==> config.mk <==
export PLATFORM = sky130hd
export DESIGN_NAME = occupancy_light_arbiter
export DESIGN_NICKNAME = d
export VERILOG_FILES = /design/src/hw/rtl/olarb_pkg.sv /design/src/hw/rtl/olarb_cfg.sv /design/src/hw/rtl/olarb_core.sv /design/src/hw/rtl/occupancy_light_arbiter.sv
export SDC_FILE = /design/constraint.sdc
export NUM_CORES = 1
export LEC_CHECK = 0
export BUFFER_PORTS_ARGS = -buffer_cell sky130_fd_sc_hd__buf_2
export CORE_ASPECT_RATIO = 0.9
export CORE_UTILIZATION = 40
export CTS_BUF_LIST = sky130_fd_sc_hd__clkbuf_16
export DETAILED_ROUTE_END_ITERATION = 12
export GPL_TIMING_DRIVEN = 0
export PLACE_DENSITY_LB_ADDON = 0.1
export SLEW_MARGIN = 20
export SYNTH_ARGS = -nofsm -noshare
export SYNTH_HDL_FRONTEND = slang
export SYNTH_HIERARCHICAL = 1
export SYNTH_SLANG_ARGS = --single-unit
==> constraint.sdc <==
create_clock -name clk -period 13.1 [get_ports clk]
set_clock_uncertainty 0.2 [all_clocks]
set_input_delay 3.93 -clock clk [delete_from_list [all_inputs] [get_ports clk]]
set_output_delay 3.93 -clock clk [all_outputs]
set_load 0.05 [all_outputs]
==> src/hw/rtl/olarb_pkg.sv <==
`timescale 1ns / 1ps
// ----------------------------------------------------------------------------
// olarb_pkg
// Shared types and constants for the occupancy light arbiter.
// ----------------------------------------------------------------------------
package olarb_pkg;

	localparam int ADDR_W = 5;
	localparam int DATA_W = 32;

	// register indexes, at byte address 4*index
	typedef enum logic [2:0] {
		REG_LONG_PRESS    = 3'd0,
		REG_TEST_WINDOW   = 3'd1,
		REG_HUB_TTL       = 3'd2,
		REG_MAX_DISTANCE  = 3'd3,
		REG_DARK_LUX      = 3'd4,
		REG_PRESENCE_HOLD = 3'd5,
		REG_LUX_MAX_AGE   = 3'd6
	} reg_idx_t;

	localparam logic [31:0] LONG_PRESS_RST    = 32'd5000;
	localparam logic [31:0] TEST_WINDOW_RST   = 32'd10000;
	localparam logic [31:0] HUB_TTL_RST       = 32'd60000;
	localparam logic [15:0] MAX_DISTANCE_RST  = 16'd300;
	localparam logic [15:0] DARK_LUX_RST      = 16'd50;
	localparam logic [31:0] PRESENCE_HOLD_RST = 32'd30000;
	localparam logic [31:0] LUX_MAX_AGE_RST   = 32'd300000;   // five minutes
	localparam logic [15:0] LUX_LEVEL_RST     = 16'd1000;

	localparam logic REASON_BUTTON = 1'b0;
	localparam logic REASON_AUTO   = 1'b1;

	typedef struct packed {
		logic [31:0] long_hold_ms;
		logic [31:0] test_window_ms;
		logic [31:0] hub_ttl_ms;
		logic [15:0] max_distance_cm;
		logic [15:0] dark_lux_level;
		logic [31:0] presence_hold_ms;
		logic [31:0] lux_max_age_ms;
	} cfg_t;

	typedef struct packed {
		logic [31:0] now_ms;
		logic        button_level;
		logic        hub_valid;
		logic        hub_on;
		logic        lux_valid;
		logic [15:0] lux_value;
		logic        radar_valid;
		logic        presence;
		logic [15:0] moving_dist_cm;
		logic [15:0] static_dist_cm;
	} in_word_t;

	typedef struct packed {
		logic        light_on;
		logic        reason;
		logic [31:0] sequence_res;
	} out_word_t;

endpackage

==> src/hw/rtl/olarb_cfg.sv <==
`timescale 1ns / 1ps
// ----------------------------------------------------------------------------
// olarb_cfg
// APB-style configuration registers with read-back.
// ----------------------------------------------------------------------------
module olarb_cfg (
	input  logic                         clk,
	input  logic                         arst_n,
	input  logic                         psel,
	input  logic                         penable,
	input  logic                         pwrite,
	input  logic [olarb_pkg::ADDR_W-1:0] paddr,
	input  logic [olarb_pkg::DATA_W-1:0] pwdata,
	output logic [olarb_pkg::DATA_W-1:0] prdata,
	output logic                         pready,
	output olarb_pkg::cfg_t              cfg
);

	olarb_pkg::cfg_t      cfg_q;
	olarb_pkg::reg_idx_t  idx;
	logic                 wr_en;

	assign pready = 1'b1;
	assign idx    = olarb_pkg::reg_idx_t'(paddr[4:2]);
	assign wr_en  = psel && penable && pwrite;
	assign cfg    = cfg_q;

	always_ff @(posedge clk or negedge arst_n) begin
		if (!arst_n) begin
			cfg_q.long_hold_ms     <= olarb_pkg::LONG_PRESS_RST;
			cfg_q.test_window_ms   <= olarb_pkg::TEST_WINDOW_RST;
			cfg_q.hub_ttl_ms       <= olarb_pkg::HUB_TTL_RST;
			cfg_q.max_distance_cm  <= olarb_pkg::MAX_DISTANCE_RST;
			cfg_q.dark_lux_level   <= olarb_pkg::DARK_LUX_RST;
			cfg_q.presence_hold_ms <= olarb_pkg::PRESENCE_HOLD_RST;
			cfg_q.lux_max_age_ms   <= olarb_pkg::LUX_MAX_AGE_RST;
		end else if (wr_en) begin
			unique case (idx)
				olarb_pkg::REG_LONG_PRESS:    cfg_q.long_hold_ms     <= pwdata;
				olarb_pkg::REG_TEST_WINDOW:   cfg_q.test_window_ms   <= pwdata;
				olarb_pkg::REG_HUB_TTL:       cfg_q.hub_ttl_ms       <= pwdata;
				olarb_pkg::REG_MAX_DISTANCE:  cfg_q.max_distance_cm  <= pwdata[15:0];
				olarb_pkg::REG_DARK_LUX:      cfg_q.dark_lux_level   <= pwdata[15:0];
				olarb_pkg::REG_PRESENCE_HOLD: cfg_q.presence_hold_ms <= pwdata;
				olarb_pkg::REG_LUX_MAX_AGE:   cfg_q.lux_max_age_ms   <= pwdata;
				default: ;   // unmapped address, write dropped
			endcase
		end
	end

	always_comb begin
		unique case (idx)
			olarb_pkg::REG_LONG_PRESS:    prdata = cfg_q.long_hold_ms;
			olarb_pkg::REG_TEST_WINDOW:   prdata = cfg_q.test_window_ms;
			olarb_pkg::REG_HUB_TTL:       prdata = cfg_q.hub_ttl_ms;
			olarb_pkg::REG_MAX_DISTANCE:  prdata = {16'd0, cfg_q.max_distance_cm};
			olarb_pkg::REG_DARK_LUX:      prdata = {16'd0, cfg_q.dark_lux_level};
			olarb_pkg::REG_PRESENCE_HOLD: prdata = cfg_q.presence_hold_ms;
			olarb_pkg::REG_LUX_MAX_AGE:   prdata = cfg_q.lux_max_age_ms;
			default:                      prdata = '0;
		endcase
	end

endmodule

==> src/hw/rtl/olarb_core.sv <==
`timescale 1ns / 1ps
// ----------------------------------------------------------------------------
// olarb_core
// Arbiter state and single-pass lamp decision for one tick word.
// ----------------------------------------------------------------------------
module olarb_core #(
	parameter int SEQ_WIDTH = 32
) (
	input  logic                 clk,
	input  logic                 arst_n,
	input  logic                 fire,
	input  olarb_pkg::in_word_t  item,
	input  olarb_pkg::cfg_t      cfg,
	output logic                 res_valid,
	output olarb_pkg::out_word_t res
);

	logic                 manual_q, test_q, last_button_q, long_done_q;
	logic                 hub_wants_q, hub_active_q, lux_seen_q, pres_seen_q, lamp_q;
	logic [31:0]          test_start_q, press_time_q, hub_time_q, lux_time_q, pres_time_q;
	logic [15:0]          lux_level_q;
	logic [SEQ_WIDTH-1:0] count_q;

	logic                 manual_n, test_n, last_button_n, long_done_n;
	logic                 hub_wants_n, hub_active_n, lux_seen_n, pres_seen_n, lamp_n;
	logic [31:0]          test_start_n, press_time_n, hub_time_n, lux_time_n, pres_time_n;
	logic [15:0]          lux_level_n;
	logic [SEQ_WIDTH-1:0] count_n;

	logic        btn, press_start, long_hit, short_press;
	logic        lamp_b, test_b, hub_act_b, near;
	logic        dark, hold, want, why;
	logic [31:0] now;
	logic [63:0] count_wide;

	assign now = item.now_ms;
	assign btn = item.button_level;

	always_comb begin
		// button: press edge, long hold, or short release
		press_start = !btn && last_button_q;
		long_hit    = !btn && !long_done_q && ((now - press_time_q) >= cfg.long_hold_ms);
		short_press = btn && !last_button_q && !long_done_q;

		manual_n     = manual_q;
		test_b       = test_q;
		test_start_n = test_start_q;
		press_time_n = press_time_q;
		long_done_n  = long_done_q;
		lamp_b       = lamp_q;
		priority if (press_start) begin
			press_time_n = now;
			long_done_n  = 1'b0;
		end else if (long_hit) begin
			manual_n    = !manual_q;
			long_done_n = 1'b1;
			test_b      = 1'b0;
		end else if (short_press) begin
			lamp_b = !lamp_q;
			if (!manual_q) begin
				test_b       = 1'b1;
				test_start_n = now;
			end
		end
		last_button_n = btn;

		test_n = test_b && !((now - test_start_n) > cfg.test_window_ms);

		hub_wants_n = item.hub_valid ? item.hub_on : hub_wants_q;
		hub_time_n  = item.hub_valid ? now : hub_time_q;
		hub_act_b   = item.hub_valid || hub_active_q;
		hub_active_n = hub_act_b && !((now - hub_time_n) > cfg.hub_ttl_ms);

		lux_level_n = item.lux_valid ? item.lux_value : lux_level_q;
		lux_time_n  = item.lux_valid ? now : lux_time_q;
		lux_seen_n  = item.lux_valid || lux_seen_q;

		// zero distance means no target of that kind
		near = item.radar_valid && item.presence &&
			(item.moving_dist_cm == 16'd0 || item.moving_dist_cm <= cfg.max_distance_cm) &&
			(item.static_dist_cm == 16'd0 || item.static_dist_cm <= cfg.max_distance_cm);
		pres_time_n = near ? now : pres_time_q;
		pres_seen_n = near || pres_seen_q;

		dark = !(lux_seen_n && ((now - lux_time_n) < cfg.lux_max_age_ms)) ||
			(lux_level_n < cfg.dark_lux_level);
		hold = pres_seen_n && ((now - pres_time_n) < cfg.presence_hold_ms);

		priority if (manual_n || test_n) begin
			want = lamp_b;
			why  = olarb_pkg::REASON_BUTTON;
		end else if (hub_active_n) begin
			want = hub_wants_n;
			why  = olarb_pkg::REASON_AUTO;
		end else begin
			want = hold && dark;
			why  = olarb_pkg::REASON_AUTO;
		end

		// a short press already emits and holds authority, so at most one word
		res_valid = short_press || (want != lamp_b);
		lamp_n    = short_press ? lamp_b : want;
		count_n   = res_valid ? count_q + SEQ_WIDTH'(1) : count_q;
		count_wide = 64'(count_n);

		res.light_on     = lamp_n;
		res.reason       = short_press ? olarb_pkg::REASON_BUTTON : why;
		res.sequence_res = count_wide[31:0];
	end

	always_ff @(posedge clk or negedge arst_n) begin
		if (!arst_n) begin
			manual_q      <= 1'b0;
			test_q        <= 1'b0;
			test_start_q  <= '0;
			last_button_q <= 1'b1;
			press_time_q  <= '0;
			long_done_q   <= 1'b0;
			hub_wants_q   <= 1'b0;
			hub_time_q    <= '0;
			hub_active_q  <= 1'b0;
			lux_level_q   <= olarb_pkg::LUX_LEVEL_RST;
			lux_time_q    <= '0;
			lux_seen_q    <= 1'b0;
			pres_time_q   <= '0;
			pres_seen_q   <= 1'b0;
			lamp_q        <= 1'b0;
			count_q       <= '0;
		end else if (fire) begin
			manual_q      <= manual_n;
			test_q        <= test_n;
			test_start_q  <= test_start_n;
			last_button_q <= last_button_n;
			press_time_q  <= press_time_n;
			long_done_q   <= long_done_n;
			hub_wants_q   <= hub_wants_n;
			hub_time_q    <= hub_time_n;
			hub_active_q  <= hub_active_n;
			lux_level_q   <= lux_level_n;
			lux_time_q    <= lux_time_n;
			lux_seen_q    <= lux_seen_n;
			pres_time_q   <= pres_time_n;
			pres_seen_q   <= pres_seen_n;
			lamp_q        <= lamp_n;
			count_q       <= count_n;
		end
	end

`ifndef SYNTHESIS
	a_count_step: assert property (@(posedge clk) disable iff (!arst_n)
		fire && res_valid |=> count_q == SEQ_WIDTH'($past(count_q) + SEQ_WIDTH'(1)))
		else $error("change count did not step on an emitted word");

	a_lamp_follows: assert property (@(posedge clk) disable iff (!arst_n)
		fire && res_valid |=> lamp_q == $past(res.light_on))
		else $error("lamp state differs from emitted word");

	a_button_reason: assert property (@(posedge clk) disable iff (!arst_n)
		res_valid && (res.reason == olarb_pkg::REASON_BUTTON) |-> short_press)
		else $error("button reason without a short press");
`endif

endmodule

==> src/hw/rtl/occupancy_light_arbiter.sv <==
`timescale 1ns / 1ps
// ----------------------------------------------------------------------------
// occupancy_light_arbiter
// Gate lamp arbiter: button, hub override and presence/lux rule by priority.
// ----------------------------------------------------------------------------
//  channel   handshake               word
//  in        in_valid / in_stall     in_data  (tick: time, button, hub, lux, radar)
//  out       out_valid / out_stall   out_data (lamp, reason, sequence)
//  cfg       psel/penable/pwrite     paddr, pwdata, prdata, pready
//
//  One tick per cycle unless the output stalls: input register, one decision
//  pass, result register. out_valid rises once an accepted tick has passed both
//  registers; ticks with no lamp change give no word.
//  arst_n clears valid flags and arbiter state and loads the register defaults.
//  A held output stalls the input register; in_stall rises only while it is full.
// ----------------------------------------------------------------------------
module occupancy_light_arbiter #(
	parameter int SEQ_WIDTH = 32
) (
	input  logic                         clk,
	input  logic                         arst_n,
	input  logic                         in_valid,
	output logic                         in_stall,
	input  olarb_pkg::in_word_t          in_data,
	output logic                         out_valid,
	input  logic                         out_stall,
	output olarb_pkg::out_word_t         out_data,
	input  logic                         psel,
	input  logic                         penable,
	input  logic                         pwrite,
	input  logic [olarb_pkg::ADDR_W-1:0] paddr,
	input  logic [olarb_pkg::DATA_W-1:0] pwdata,
	output logic [olarb_pkg::DATA_W-1:0] prdata,
	output logic                         pready
);

	olarb_pkg::cfg_t      cfg;
	olarb_pkg::in_word_t  item_s1;
	olarb_pkg::out_word_t res;
	olarb_pkg::out_word_t out_q;
	logic                 valid_s1, out_valid_q, out_free, fire, accept, res_valid;

	assign out_free  = !out_valid_q || !out_stall;
	assign fire      = valid_s1 && out_free;
	assign in_stall  = valid_s1 && !out_free;
	assign accept    = in_valid && !in_stall;
	assign out_valid = out_valid_q;
	assign out_data  = out_q;

	olarb_cfg u_cfg (
		.clk     (clk),
		.arst_n  (arst_n),
		.psel    (psel),
		.penable (penable),
		.pwrite  (pwrite),
		.paddr   (paddr),
		.pwdata  (pwdata),
		.prdata  (prdata),
		.pready  (pready),
		.cfg     (cfg)
	);

	olarb_core #(
		.SEQ_WIDTH (SEQ_WIDTH)
	) u_core (
		.clk       (clk),
		.arst_n    (arst_n),
		.fire      (fire),
		.item      (item_s1),
		.cfg       (cfg),
		.res_valid (res_valid),
		.res       (res)
	);

	always_ff @(posedge clk or negedge arst_n) begin
		if (!arst_n) begin
			valid_s1 <= 1'b0;
		end else begin
			valid_s1 <= accept || (valid_s1 && !fire);
		end
	end

	always_ff @(posedge clk) begin
		if (accept) begin
			item_s1 <= in_data;
		end
	end

	always_ff @(posedge clk or negedge arst_n) begin
		if (!arst_n) begin
			out_valid_q <= 1'b0;
		end else if (out_free) begin
			out_valid_q <= fire && res_valid;
		end
	end

	always_ff @(posedge clk) begin
		if (fire && res_valid) begin
			out_q <= res;
		end
	end

`ifndef SYNTHESIS
	a_stall_needs_item: assert property (@(posedge clk) disable iff (!arst_n)
		in_stall |-> valid_s1 && out_valid_q)
		else $error("input stalled with a free path");

	a_result_lands: assert property (@(posedge clk) disable iff (!arst_n)
		fire && res_valid |=> out_valid_q)
		else $error("decided word not loaded into output register");

	a_out_held: assert property (@(posedge clk) disable iff (!arst_n)
		out_valid_q && out_stall |=> out_valid_q && $stable(out_q))
		else $error("stalled output word changed");
`endif

endmodule
==> out/metrics.yaml, run 1 <==
floorplanning:
  core_um2: 88020
  std_cell_rows: 103
  die_area_um2: 90400
  die_h_um: 285.3
  initial_core_util_pct: 40.54
  die_w_um: 316.8
  ios: 199
synthesis:
  synth.avg_cell_area_um2: 10.55
  yosysWarnings: 6
  synth_cell_type_count: 92
  async_flop_share_pct: 77.40
  synth_area_leaders: "dfrtp_1, ha_1, mux2_2"
  synth_top_area_share_pct: 25.60
  netlist.top_cell.by_area: "dfrtp_1"
  yosysSeqAreaShare_pct: 39.09
  synth_common_cells: "mux2_2, dfrtp_1, ha_1"
  yosysMostFrequentCell: "mux2_2"
  synthCells: 3382
  yosys_most_used_dff: "dfrtp_1"
  syn_nets: 3878
  ys_seq_elements: 531
  synth_area_um2: 35680
  synth_edf_count: 120
placed_design:
  pre_cts_ws_ps: 652.4
  place_congestion: 0.8871
  io_buffers: 194
  place_area_um2: 38290
  dp_hpwl_mm: 85.53
worst_setup_path:
  cpPeakStageDelay_ps: 800
  r2r_end: "out_data[14]"
  startpoint: "u_cfg/cfg[91]"
  reg2regPathDepth: 35
  arrival_ps: 12320
  reg2reg_setup_slack_ps: 910
  start_kind: "flop"
  r2r-start: "u_cfg/cfg[91]"
  endpoint: "out_data[14]"
  slowest_stage: "clkdlybuf4s15_1"
  critPathRequiredTime_ps: 13230
  path_class: "reg2reg"
  cp_max_fo: 24
  cp-end-kind: "flop"
min_path:
  worstHoldPathCells: 1
  min_path_type: "reg2reg"
timing:
  hold_violations: 0
  fin_hold_ws_ps: 271.5
  relSlewSlack_pct: 20.69
  worst_pin_slew_ps: 1190
  timing.fmax_mhz: 82.05
  slew_violations: 0
  finalSetupViolations: 0
  rsz0062_at_grt: "no"
  finalCriticalPeriod_ps: 12190
  fin_crit_sh_pct: 93.04
  fin_ws_ps: 912.4
clock_tree:
  clkSlewWorstSetupHoldPaths_ps: 60
  cts_root_buf: "clkbuf_16"
  cts-htree-levels: 3
  cts_buffers: 67
  clockBufferDepth: 3
  clock-sinks: 531
  clk_latency_ps: 640
  hold_buffers: 0
  cts_tree: "yes"
power_and_ir_drop:
  ir_drop_uv: 112.5
  total_power_mw: 9.312
  power_leakage_nw: 17.92
  p_per_area_nw_per_um2: 230.5
finish:
  largest_reg_flops: 192
  final_core_util_pct: 45.89
  fin_nets: 4148
  area_growth_pct: 13.21
  drive_gt1_share_pct: 21.32
  final_area_um2: 40390
route:
  drtIter0Drc: 1943
  drc: 0
  detail-route-antenna-nets: 0
  drt-total-wl_mm: 109.2
  wl_per_cell_um: 22.46
  drtPass1Iterations: 5
  via_count: 26662
  via_per_inst: 5.484
status:
  status: "completed"
global_routing:
  grt_pass1_vias: 25721
  grt_usage_pct: 24.10
  grt_overflow: 0
  grt_pass1_wl_mm: 163.1
  antenna_found_initial: 2
  grt_max_degree: 92
job:
  maxCapViolCount: 0
repair_timing:
item                                    in CTS  in global routing
gates resized for setup                      0                  1
endpoints found under the setup margin       0                 24
buffers inserted                             0                  1
cell families after synthesis:
logic type | synth area share [%]
xor gates and xnor gates | 4.934
DFF | 39.09
buffers and inverters | 4.681
muxes | 16.03
other | 0.01051
and+or+nand+nor | 9.398
adders and majority gates | 12.94
AOI/OAI and AO/OA | 12.93
layout by cell type, fill, tap and decap left out, drive strengths merged, types with 53 or more instances in the layout:
cell,netlist,final
a21o,79,79
inv,286,307
mux2,378,378
nand3,87,87
edfxtp,120,120
buf,58,258
mux2i,146,146
ha,361,361
dfrtp,365,365
a21oi,214,214
nand2,148,148
nor2,172,172
xnor2,166,166
clkbuf,51,118
nand4,53,53
o21ai,120,120
power by group:
group / internal (mW) / switching (mW) / leakage (nW)
clock network: 1.00 / 0.788 / 1.10
logic: 2.14 / 2.87 / 10.7
registers: 2.20 / 0.312 / 6.17
layer usage:
layer	wire, µm	share of wire [%]	global-route usage (%)	vias to the layer above
li1	-	-	-	12913
met1	52950	48	35.27	13087
met2	49000	45	37.29	544
met3	4708	4.3	3.149	118
met4	2554	2.3	6.010	0
met5	0	0	0	-
worst max-delay path: cells and delay by family, from the launching register on:
family | cells | cell delay [ps]
XOR/XNOR | 1 | 120
AND/OR/NAND/NOR | 10 | 2480
adder cells (fa/ha/maj) | 3 | 990
buffers and inverters | 5 | 1830
AO/OA/AOI/OAI | 15 | 5430
multiplexers | 1 | 370
flip-flops | 1 | 390
area by class of cell:
cell class / count / area [µm²]
Antenna cell: 1 / 2.502
Fill cell: 8492 / 47630
Tap cell: 1155 / 1445
Clock inverter: 56 / 414.1
Buffer: 109 / 603.1
Timing Repair Buffer: 201 / 1154
Multi-Input combinational cell: 2456 / 20080
Clock buffer: 67 / 1677
Sequential cell: 531 / 13950
Inverter: 286 / 1074
how the worst min path moves through the flow:
stage | end | from
3_3_place_gp | u_core/lux_seen_q | u_core/lux_seen_q
6_report | u_core/lux_seen_q | u_core/lux_seen_q
3_5_place_dp | u_core/lux_seen_q | u_core/lux_seen_q
2_1_floorplan | u_core/lux_seen_q | u_core/lux_seen_q
4_1_cts | u_core/lux_seen_q | u_core/lux_seen_q
5_1_grt | u_core/test_start_q[0] | u_core/test_start_q[0]
stage by stage:
stage / setup TNS (ps) / cells
3_3_place_gp: -439040 / 4731
5_1_grt: 0 / 4861
2_1_floorplan: 0 / 3382
6_report: 0 / 4862
4_1_cts: 0 / 4860
3_5_place_dp: 0 / 4737
No activity file was read; power rests on OpenSTA's default activity.
==> inputs of run 2 (changes only) <==
--- a/config.mk
+++ b/config.mk
@@ -15,5 +15,4 @@
 export SLEW_MARGIN = 20
 export SYNTH_ARGS = -nofsm -noshare
 export SYNTH_HDL_FRONTEND = slang
-export SYNTH_HIERARCHICAL = 1
 export SYNTH_SLANG_ARGS = --single-unit
==> constraint.sdc (replaced) <==
create_clock -name clk -period 13.1 [get_ports clk]
set_clock_uncertainty 0.2 [all_clocks]
set_input_delay 3.93 -clock clk [delete_from_list [all_inputs] [get_ports clk]]
set_output_delay 3.93 -clock clk [all_outputs]
set_load 0.01 [all_outputs]
==> run 2 against run 1 <==
Net effect:
- wire length increased by 15%
- non-clock buffer count increased by 82
- largest power group unchanged
- critical path depth decreased by 26
==> out/metrics.yaml, run 2 <==
status:
  status: "completed"
timing:
  timing.fmax_mhz: 88.80  # +8.2%
  finalSetupViolations: 0  # unchanged
  hold_violations: 0  # unchanged
  slew_violations: 0  # unchanged
  relSlewSlack_pct: 23.11  # +2.4 points
  finalCriticalPeriod_ps: 11260  # -926.6 ps
  fin_hold_ws_ps: 271.5  # +0.07600 ps
  worst_pin_slew_ps: 1153  # -36.21 ps
  setup_tns_ps: 0  # unchanged
  fin_crit_sh_pct: 85.96  # -7.1 points
  rsz0062_at_grt: "no"
worst_setup_path:
  critPathRequiredTime_ps: 8970  # -4260 ps
  crit_chain: "buf_2, clkbuf_1, clkbuf_1, buf_1, mux2i_1, nor2_1, a21oi_1, a21oi_1, buf_2"
  slowest_stage: "clkbuf_1"
  cp-end-kind: "output pin"
  start_kind: "input pin"
  cp_max_fo: 10  # -58%
  path_class: "in2out"
  cpPeakStageDelay_ps: 830  # +30 ps
  arrival_ps: 7130  # -5190 ps
route:
  routed-wl-met2_mm: 55.32  # +13%
  detail-route-antenna-nets: 0  # unchanged
  drtPass1Iterations: 7  # +2
  wl_met3_mm: 7.594  # +61%
  top_layer: "met5"
  met1Wirelength_mm: 59.93  # +13%
  drtIter0Drc: 2549  # +31%
  via_count: 30637  # +15%
  via_per_inst: 5.629  # +2.6%
  wl_per_cell_um: 23.10  # +2.8%
  drt-total-wl_mm: 125.7  # +15%
  drc: 0  # unchanged
clock_tree:
  cts-htree-levels: 3  # unchanged
  clk_latency_ps: 630  # about the same
  cts_root_buf: "clkbuf_16"
  cts_tree: "yes"
  post_cts_buffers: 0  # unchanged
  clkSlewWorstSetupHoldPaths_ps: 60  # about the same
  cts_buffers: 69  # +3.0%
  ctsResizeCount: 0  # unchanged
  clockBufferDepth: 3  # unchanged
  hold_buffers: 0  # unchanged
  clock-sinks: 531  # unchanged
finish:
  largest_reg_flops: 192  # unchanged
  final_common_cell: "nand2_1"
  multi_input_area_um2: 20820  # +3.7%
  fin_nets: 4662  # +12%
  final_core_util_pct: 46.32  # +0.43 points
  drive_gt1_share_pct: 14.31  # -7.0 points
  fill_cells: 8801  # +3.6%
  regArea_um2: 13950  # unchanged
  mostFrequentLayoutCells: "nand2_1, dfrtp_1, ha_1"
  area_growth_pct: 14.02
power_and_ir_drop:
  power_leakage_nw: 18.17  # +1.3%
  p_per_area_nw_per_um2: 247.0  # +7.1%
  ir_drop_uv: 138.2  # +23%
  total_power_mw: 10.30  # +11%
synthesis:
  yosysWarnings: 0  # -6
  synth_edf_count: 120  # unchanged
  synth_common_cells: "nand2_1, dfrtp_1, ha_1"
  synthCells: 3894  # +15%
  synth_top_area_share_pct: 24.97  # -0.63 points
  synth_area_um2: 36580  # +2.5%
  yosysSeqAreaShare_pct: 38.12  # -0.96 points
  synth.avg_cell_area_um2: 9.395  # -11%
  yosys_most_used_dff: "dfrtp_1"
  netlist.top_cell.by_area: "dfrtp_1"
  yosysMostFrequentCell: "nand2_1"
  synth_cell_type_count: 89  # -3.3%
  synth_area_leaders: "dfrtp_1, ha_1, edfxtp_1"
  ys_seq_elements: 531  # unchanged
  async_flop_share_pct: 77.40  # unchanged
  syn_nets: 4390  # +13%
global_routing:
  grt_usage_pct: 26.98  # +2.9 points
  antenna_found_initial: 5  # +3
  grt_overflow: 0  # unchanged
  grt_pass1_wl_mm: 187.5  # +15%
  grt_max_degree: 87  # -5.4%
  grt_pass1_vias: 29377  # +14%
floorplanning:
  core_um2: 90050  # +2.3%
  ios: 199  # unchanged
  die_w_um: 320.8  # +1.2%
  die_h_um: 288.9  # +1.2%
  initial_core_util_pct: 40.63  # +0.090 points
  std_cell_rows: 104  # +0.97%
  die_area_um2: 92670  # +2.5%
min_path:
  min_path_type: "reg2reg"
placed_design:
  io_buffers: 194  # unchanged
  place_congestion: 0.9539  # +7.5%
  dp_hpwl_mm: 96.27  # +13%
job:
  maxCapViolCount: 0  # unchanged
[run 2: changes by cell type after synthesis, sizes merged, moves of 22 or more]
| cell | delta |
|---|---|
| o21ai | +210 |
| or4 | +22 |
| a21oi | +54 |
| clkbuf | +93 |
| mux2 | -187 |
| nor3 | +79 |
| xnor2 | -61 |
| nand2 | +240 |
| o211ai | +56 |
[run 2: per-layer routing]
layer / track usage (%) / vias up
met2: 42.31 / 909
met5: 0 / -
met1: 39.24 / 14828
met3: 3.425 / 153
met4: 6.845 / 4
li1: - / 14743
[run 2: power by group]
part	switching [mW]	internal, mW
combinational	3.42	2.26
clock	0.802	1.24
sequential	0.326	2.25
[run 2: final cells by class]
class                   count  area share, %
diodes                      3        0.01800
plain buffers             191          1.866
clock buffers              71          4.260
clock inverters            55          1.488
inverters                 283          2.547
multi-input cells        2889          49.92
flip-flops and latches    531          33.44
well taps                1219          3.657
repair buffers            201          2.814
[run 2: logic make-up after synthesis]
logic type	Yosys count	synth area share, %
fa+ha+maj	366	12.62
other cells	1	0.01025
xor+xnor	145	3.472
buf+inv	474	5.024
compound gates	1010	17.22
flops	531	38.12
mux	352	10.32
simple gates	1015	13.21
[run 2: stage by stage]
stage	worst slack (ps)	std cells	area [µm²]
CTS	1938	5440	41700
global placement	-1201	5307	39080
global route	1819	5440	41700
floorplan	3445	3894	36580
finish	1839	5443	41710
detailed placement	1955	5314	39300
[run 2: path summary, 6_finish.rpt]
check | start | end | slack (ps) | cells after the start
min in group asynchronous | arst_n | u_cfg.cfg[72] | 3010 | 1
max in group asynchronous | arst_n | u_cfg.cfg[101] | 7760 | 5
setup / recovery | paddr[3] | prdata[17] | 1840 | 9
setup reg to reg | u_cfg.cfg[95] | out_data[20] | 2360 | 29
hold / removal | u_core.lux_seen_q | u_core.lux_seen_q | 270 | 1
hold reg to reg | u_core.lux_seen_q | u_core.lux_seen_q | 270 | 1
[run 2: critical path: cells and delay by family]
family	cells	cell delay [ps]
and+or+nand+nor	1	150
AOI/OAI and AO/OA	2	580
buffers and inverters	5	2190
muxes	1	260
